==> config.mk <==
export PLATFORM = sky130hd
export DESIGN_NAME = glla_front
export DESIGN_NICKNAME = d
export VERILOG_FILES = /design/src/rtl/glla_pkg.sv /design/src/rtl/glla_front.sv
export VERILOG_INCLUDE_DIRS = /design/src /design/src/rtl
export SDC_FILE = /design/constraint.sdc
export NUM_CORES = 1
export LEC_CHECK = 0
export BUFFER_PORTS_ARGS = -buffer_cell sky130_fd_sc_hd__buf_2
export CORE_ASPECT_RATIO = 1.4
export CORE_MARGIN = 1
export CORE_UTILIZATION = 47
export DETAILED_ROUTE_END_ITERATION = 10
export PLACE_DENSITY = 0.84
export RECOVER_POWER = 100
export SYNTH_ARGS = -nofsm -noshare
export SYNTH_HDL_FRONTEND = slang
export SYNTH_SLANG_ARGS = --single-unit
==> constraint.sdc <==
create_clock -name i_clk -period 5.5 [get_ports i_clk]
set_input_delay 0.55 -clock i_clk [delete_from_list [all_inputs] [get_ports i_clk]]
set_output_delay 0.55 -clock i_clk [all_outputs]
set_load 0.03 [all_outputs]
==> src/rtl/assert_macros.svh <==
// Assertion macros shared by the accumulator RTL.
// Depends on nothing; the bodies vanish when SYNTHESIS is defined.
`ifndef ASSERT_MACROS_SVH
`define ASSERT_MACROS_SVH
`ifndef SYNTHESIS
`define ASSERT_PROP(lbl, clk, rst_n, prop) \
    lbl: assert property (@(posedge clk) disable iff (!rst_n) (prop)) \
        else $error("assertion failed");
`define ASSERT_NEVER(lbl, clk, rst_n, cond) \
    lbl: assert property (@(posedge clk) disable iff (!rst_n) !(cond)) \
        else $error("assertion failed");
`else
`define ASSERT_PROP(lbl, clk, rst_n, prop)
`define ASSERT_NEVER(lbl, clk, rst_n, cond)
`endif
`endif

==> src/rtl/glla_pkg.sv <==
// Types and fixed constants for the Gaussian log-likelihood accumulator.
// Used by every module of the block; depends on nothing.
`timescale 1ns / 1ps
package glla_pkg;

    localparam int LOG_FB = 24;
    localparam logic [31:0] LN2_Q32 = 32'd2977044472;
    localparam logic [63:0] HALF_LN_2PI_Q32 = 64'd3946810947;
    localparam logic [30:0] SAT31 = 31'h7FFF_FFFF;

    typedef struct packed {
        logic signed [31:0] x;
        logic signed [31:0] mu;
        logic [30:0]        s;
        logic               last;
        logic               mode;
        logic               bad;
    } t_elem;

    typedef enum logic [1:0] {
        LN_IDLE,
        LN_NORM,
        LN_SQ,
        LN_MUL
    } t_ln_state;

    typedef enum logic [4:0] {
        S_IDLE,
        S_N_LNS,
        S_N_DIV,
        S_N_SQ,
        S_N_TERM,
        S_L_LNM,
        S_L_MM,
        S_L_SS,
        S_L_LNK,
        S_L_LNX,
        S_L_W,
        S_L_SQ,
        S_L_DIV,
        S_L_LNV,
        S_L_TERM,
        S_ACC,
        S_DONE,
        S_EMIT
    } t_bk_state;

endpackage

==> src/rtl/glla_front.sv <==
// Front end: takes input requests, classifies them and queues them for the back end.
// Depends on glla_pkg.
`timescale 1ns / 1ps
`include "assert_macros.svh"
module glla_front import glla_pkg::*; (
    input  logic        i_clk,
    input  logic        i_rst_n,
    input  logic        i_cfg_we,
    input  logic        i_cfg_wdata,
    input  logic        i_valid,
    output logic        o_ready,
    input  logic [95:0] i_data,
    input  logic        i_last,
    output logic        o_q_valid,
    output t_elem       o_q_elem,
    input  logic        i_q_pop
);

    logic        r_mode;
    t_elem       r_q [2];
    logic        r_wp, r_rp;
    logic [1:0]  r_cnt;
    t_elem       w_elem;
    logic        w_push;
    logic [30:0] w_s;

    always_comb begin
        w_s           = i_data[94:64];
        w_elem.x      = $signed(i_data[31:0]);
        w_elem.mu     = $signed(i_data[63:32]);
        // A zero deviation is taken as one LSB.
        w_elem.s      = (w_s == 31'd0) ? 31'd1 : w_s;
        w_elem.last   = i_last;
        w_elem.mode   = r_mode;
        w_elem.bad    = r_mode && (i_data[31] || (i_data[31:0] == 32'd0));
    end

    assign o_ready   = (r_cnt != 2'd2);
    assign w_push    = i_valid && o_ready;
    assign o_q_valid = (r_cnt != 2'd0);
    assign o_q_elem  = r_q[r_rp];

    always_ff @(posedge i_clk) begin
        if (!i_rst_n) begin
            r_mode <= 1'b0;
            r_wp   <= 1'b0;
            r_rp   <= 1'b0;
            r_cnt  <= 2'd0;
        end else begin
            if (i_cfg_we) begin
                r_mode <= i_cfg_wdata;
            end
            if (w_push) begin
                r_wp <= ~r_wp;
            end
            if (i_q_pop) begin
                r_rp <= ~r_rp;
            end
            r_cnt <= r_cnt + {1'b0, w_push} - {1'b0, i_q_pop};
        end
    end

    always_ff @(posedge i_clk) begin
        if (w_push) begin
            r_q[r_wp] <= w_elem;
        end
    end

    `ASSERT_NEVER(a_pop_empty, i_clk, i_rst_n, i_q_pop && (r_cnt == 2'd0))
    `ASSERT_NEVER(a_cnt_range, i_clk, i_rst_n, r_cnt == 2'd3)
    `ASSERT_PROP(a_push_grows, i_clk, i_rst_n, (w_push && !i_q_pop) |=> (r_cnt != 2'd0))

endmodule

== Word-level counts from Yosys, hierarchy flattened ==
Memory sizes are Yosys's and may differ from the RTL's. A register that Yosys moved wholly into a read port is not among the register bits.
Cells that the tools add are included.
W data, S select, Z words.

* Memories kept: 1
* Bits in writable memories: 196
* Logic and storage cells: 21
* Bits of input ports: 103
* Output and inout bits: 100
* Register bits after elaboration: 5

{| class="wikitable"
|+ Memory list
! memory !! words !! width !! rd ports !! clocked after memory_dff !! write ports !! RTL line !! source
|-
| r_q || 2 || 98 || 1 || 1 || 1 || glla_front.sv:20 || <nowiki>t_elem r_q [2];</nowiki>
|}

* Bitwise operators: 2
* Reduce and logical (&&, ||, !) cells: 6
* Equality and inequality tests: 1
* $add $sub $neg: 2
* Mux-type cells: 5

{| class="wikitable"
|+ Operators by type and width
! cell !! number
|-
| $logic_not A32 Y1 || 1
|-
| $logic_not A31 Y1 || 1
|-
| $mux W31 || 1
|-
| $mux W1 || 4
|-
| $add A2 B1 Y2 || 1
|-
| $logic_and A1 B1 Y1 || 2
|-
| $ne A2 B2 Y1 const B || 1
|-
| $not A1 Y1 || 2
|-
| $reduce_bool A2 Y1 || 1
|-
| $sub A2 B1 Y2 || 1
|-
| $logic_or A1 B1 Y1 || 1
|}

== Depth between registers and ports, before layout ==
* Word-level depth: 4
* Depth in mapped cells: 8
* Depth with buffers taken out: 8

== Worst setup path after synthesis ==
OpenSTA, ideal clock, no wires.

* Path type: flip-flop to flip-flop
* Start point: register r_cnt[0]
* End point: memory r_q[0][0] (netlist name) (enable)
* Period minus slack after synthesis: 5.460 ns
* Setup time: 0.556 ns
* Path buffers: 0
* Slack: 0.040 ns
* Cell stages (with the launch flop): 4
* Data arrival time: 4.905 ns
* Data required time: 4.944 ns
* Cells stage by stage: dfxtp_1 > nand2b_1 > nand2_1 > nor2_1

* Longest elaborated chain between the ends: 4

{| class="wikitable"
|+ RTL lines
! element !! RTL line !! source
|-
| start: declaration || glla_front.sv:22 || <nowiki>logic [1:0] r_cnt;</nowiki>
|-
| start signal: assignment || glla_front.sv:59 || <nowiki>r_cnt <= r_cnt + {1'b0, w_push} - {1'b0, i_q_pop};</nowiki>
|-
| $ne A2 B2 Y1 || glla_front.sv:38 || <nowiki>assign o_ready = (r_cnt != 2'd2);</nowiki>
|-
| net o_ready || glla_front.sv:11 || <nowiki>output logic o_ready,</nowiki>
|-
| $logic_and A1 B1 Y1 || glla_front.sv:39 || <nowiki>assign w_push = i_valid && o_ready;</nowiki>
|-
| $mux W1 || glla_front.sv:64 || <nowiki>if (w_push) begin</nowiki>
|-
| $mux W1 (implied by the code) || glla_front.sv:65 || <nowiki>r_q[r_wp] <= w_elem;</nowiki>
|-
| end: declaration || glla_front.sv:20 ||
|}

The timed path passes the listed nets, and every way through them passes these cells.

== Worst setup path in the final report ==
* Start point: register r_cnt[0]
* End point: memory r_q[1][12] (netlist name) (enable)

* Longest elaborated chain between the ends: 4

{| class="wikitable"
|+ RTL lines
! element !! RTL line
|-
| $ne A2 B2 Y1 || glla_front.sv:38
|-
| $logic_and A1 B1 Y1 || glla_front.sv:39
|-
| $mux W1 || glla_front.sv:64
|-
| $mux W1 (implied by the code) || glla_front.sv:65
|}

Every way passes these cells.

==> results.py <==
metrics = {
    "timing": {
        "max_freq_mhz": 260,
        "slew_headroom": -1.10,
        "rsz0062_at_grt": "false",
        "tightest_slew_ps": 3160,
        "finalClockSkew_ps": 7.64,
        "final_max_slew_viol_count": 145,
        "fin_ws_ps": 1660,
        "fin_setup_tns_ps": 0,
        "period_needed_ps": 3840,
        "hold_viol": 0,
        "setup_viol": 0,
        "post-route-period-util": 0.699,
    },
    "worst_setup_path": {
        "cp.arrival_ps": 3920,
        "cp-start-kind": "register",
        "r2r_start": "r_cnt[0]",
        "worst_ep_required_time_ps": 5570,
        "crit_slowest_cell": "and3_1",
        "r2r_end": "r_q[1][12]",
        "crit_chain": "nand2b_1, and3_1, clkbuf_2",
        "reg2reg_slack_ps": 1660,
        "crit_family": "simple AND/OR/NAND/NOR gates",
        "crit_cells": 3,
        "crit_type": "register to register",
        "path_buf_inv": 1,
        "cp_slowest_stage_delay_ps": 1580,
        "end_kind": "register",
        "crit_fanout": 55,
        "r2r_cells": 3,
    },
    "min_path": {
        "worstHoldPathType": "primary input to register",
        "hp-start": "i_data[51]",
        "min_to": "r_q[0][53]",
        "hold_depth": 1,
    },
    "route": {
        "wl_um": 14000,
        "viasPerCell": 5.15,
        "dr.pass1.iters": 4,
        "drc": 0,
        "detail-route-antenna-nets": 0,
        "drtIter0Drc": 144,
        "dr_total_vias": 3979,
        "drt-wirelength-per-cell_um": 18.2,
    },
    "power_and_ir_drop": {
        "clockPowerShare": 0.288,
        "p_sw_frac": 0.287,
        "vdd_drop_max_mv": 0.361,
        "p_int_w": 0.00290,
        "p_seq_frac": 0.507,
        "power_frac_comb": 0.205,
        "switchingPower_w": 0.00116,
        "power_density_nw_per_um2": 448,
        "p_leak_nw": 2.99,
    },
    "yosys": {
        "ys_warn_count": 0,
        "synth_nets": 488,
        "syn_avg_cell_area_sq_um": 20.0,
        "synth_cells": 383,
        "synth_area_sq_um": 7660,
        "synth-seq-area-share": 0.784,
        "synth_cell_types": 24,
        "ys_ff_latch": 202,
    },
    "floorplanning": {
        "start_util": 0.486,
        "die_w_um": 110,
        "die-area_sq_um": 16800,
        "core_area_sq_um": 15700,
        "die_y_um": 153,
        "core.rowCount": 54,
        "boundaryPins": 203,
    },
    "cts": {
        "clockBufferDepth": 3,
        "cts_num_sinks": 202,
        "hold_buffers": 0,
        "h-tree-depth": 1,
        "clk_pin_slew_worst_paths_ps": 60,
        "cts_resized": 0,
        "cts_setup_buffers": 0,
        "clk_latency_ps": 470,
        "cts-root-buf": "clkbuf_16",
        "cts_tree": "yes",
        "numCtsBuffers": 19,
    },
    "layout": {
        "synthToLayoutAreaGrowth_pct": 18.3,
        "n_antenna_cell": 0,
        "nNetsFinal": 673,
        "final-seq-area_sq_um": 6010,
        "mostFrequentLayoutCells": "edfxtp_1, clkbuf_1, mux2_2",
        "final_common_cell": "edfxtp_1",
        "fin_area_sq_um": 9060,
        "multi_input_area_sq_um": 1430,
        "layout-drive-gt1-share": 0.262,
        "nFillCells": 1278,
    },
    "place": {
        "place_area_sq_um": 8760,
        "portBuffers": 201,
        "gp_congestion": 0.720,
        "place_ws_ps": 2780,
        "hpwl_um": 9540,
    },
    "grt": {
        "grt_pass1_wl_um": 21500,
        "grt_pass1_vias": 4148,
        "antenna_found_initial": 0,
        "grt_util_all_layers": 0.169,
        "grt_start_max_net_pins": 60,
        "overflow": 0,
    },
    "run_status": {
        "violations": "max-capacitance violations, max-slew violations",
        "outcome": "complete, but fails checks",
    },
    "job": {
        "drv_cap": 3,
    },
}
per-stage QoR:
step | total power, W | std cells | hold slack [ps] | utilization
floorplan | 0.00273 | 383 | 447 | -
global placement | 0.00294 | 743 | 555 | 0.557
detailed placement | 0.00298 | 743 | 550 | 0.557
CTS | 0.00415 | 773 | 248 | 0.591
global route | 0.00423 | 773 | 250 | 0.575
finish | 0.00406 | 773 | 269 | 0.575
per-layer routing:
metal / part of all wire / GRT usage / vias to the layer above
met5: 0 / 0 / -
met2: 0.54 / 0.306 / 149
li1: - / - / 1846
met4: 0.032 / 0.0603 / 0
met3: 0.058 / 0.0345 / 33
met1: 0.37 / 0.193 / 1951
registers in the layout (all words and copies together) (netlist names), named ones only:
register	count
r_wp	1
r_mode	1
r_cnt	2
r_q	196
r_rp	1
power groups by stage:
stage	registers, W	clock network [W]	logic [W]
floorplan	0.00207	0	0.000659
global placement	0.00206	0	0.000881
detailed placement	0.00208	0	0.000899
CTS	0.00205	0.00120	0.000903
global route	0.00209	0.00126	0.000887
finish	0.00206	0.00117	0.000831
synth_stat cells:
library cell | n | area [sq um]
nor2_1 | 2 | 7.51
mux2_2 | 78 | 878
o21bai_1 | 1 | 7.51
nand2b_1 | 1 | 6.26
inv_1 | 1 | 3.75
nor3_1 | 1 | 5.00
dfxtp_1 | 6 | 120
and2_1 | 5 | 31.3
mux2i_1 | 1 | 10.0
or2_2 | 1 | 6.26
clkbuf_1 | 30 | 113
xnor2_1 | 3 | 26.3
nand2_1 | 1 | 3.75
buf_6 | 4 | 45.0
nor2b_1 | 1 | 6.26
ha_1 | 2 | 25.0
nor4_1 | 15 | 93.8
nand4_1 | 4 | 25.0
and3_1 | 1 | 6.26
o21a_1 | 1 | 7.51
buf_2 | 7 | 35.0
mux2_4 | 20 | 300
xor2_1 | 1 | 8.76
edfxtp_1 | 196 | 5890
logic make-up after synthesis:
family	after synthesis	synth area share
DFF	202	0.784
muxes	99	0.155
buffers and inverters	42	0.0257
and+or+nand+nor	32	0.0250
xor gates and xnor gates	4	0.00458
AOI/OAI and AO/OA	2	0.00196
adders and majority gates	2	0.00327
cell type report:
| type | instances | share of cell area |
|---|---|---|
| clock inverters | 8 | 0.00635 |
| repair buffers | 205 | 0.0908 |
| multi-input cells | 139 | 0.158 |
| clock buffers | 22 | 0.0537 |
| inverters | 1 | 0.000414 |
| well taps | 196 | 0.0271 |
| flip-flops and latches | 202 | 0.663 |
how the worst max path moves through the flow:
stage	to	startpoint	slack (ps)
after floorplan	r_q[0][0]	r_cnt[0]	40
after global placement	o_q_elem[71]	register	2820
after CTS	o_q_elem[74]	register	2280
after global routing	r_q[1][29]	r_cnt[0]	1280
after detailed placement	o_q_elem[74]	register	2780
final	r_q[1][12]	r_cnt[0]	1660
Note: power is estimated with default switching activity, not from simulation.
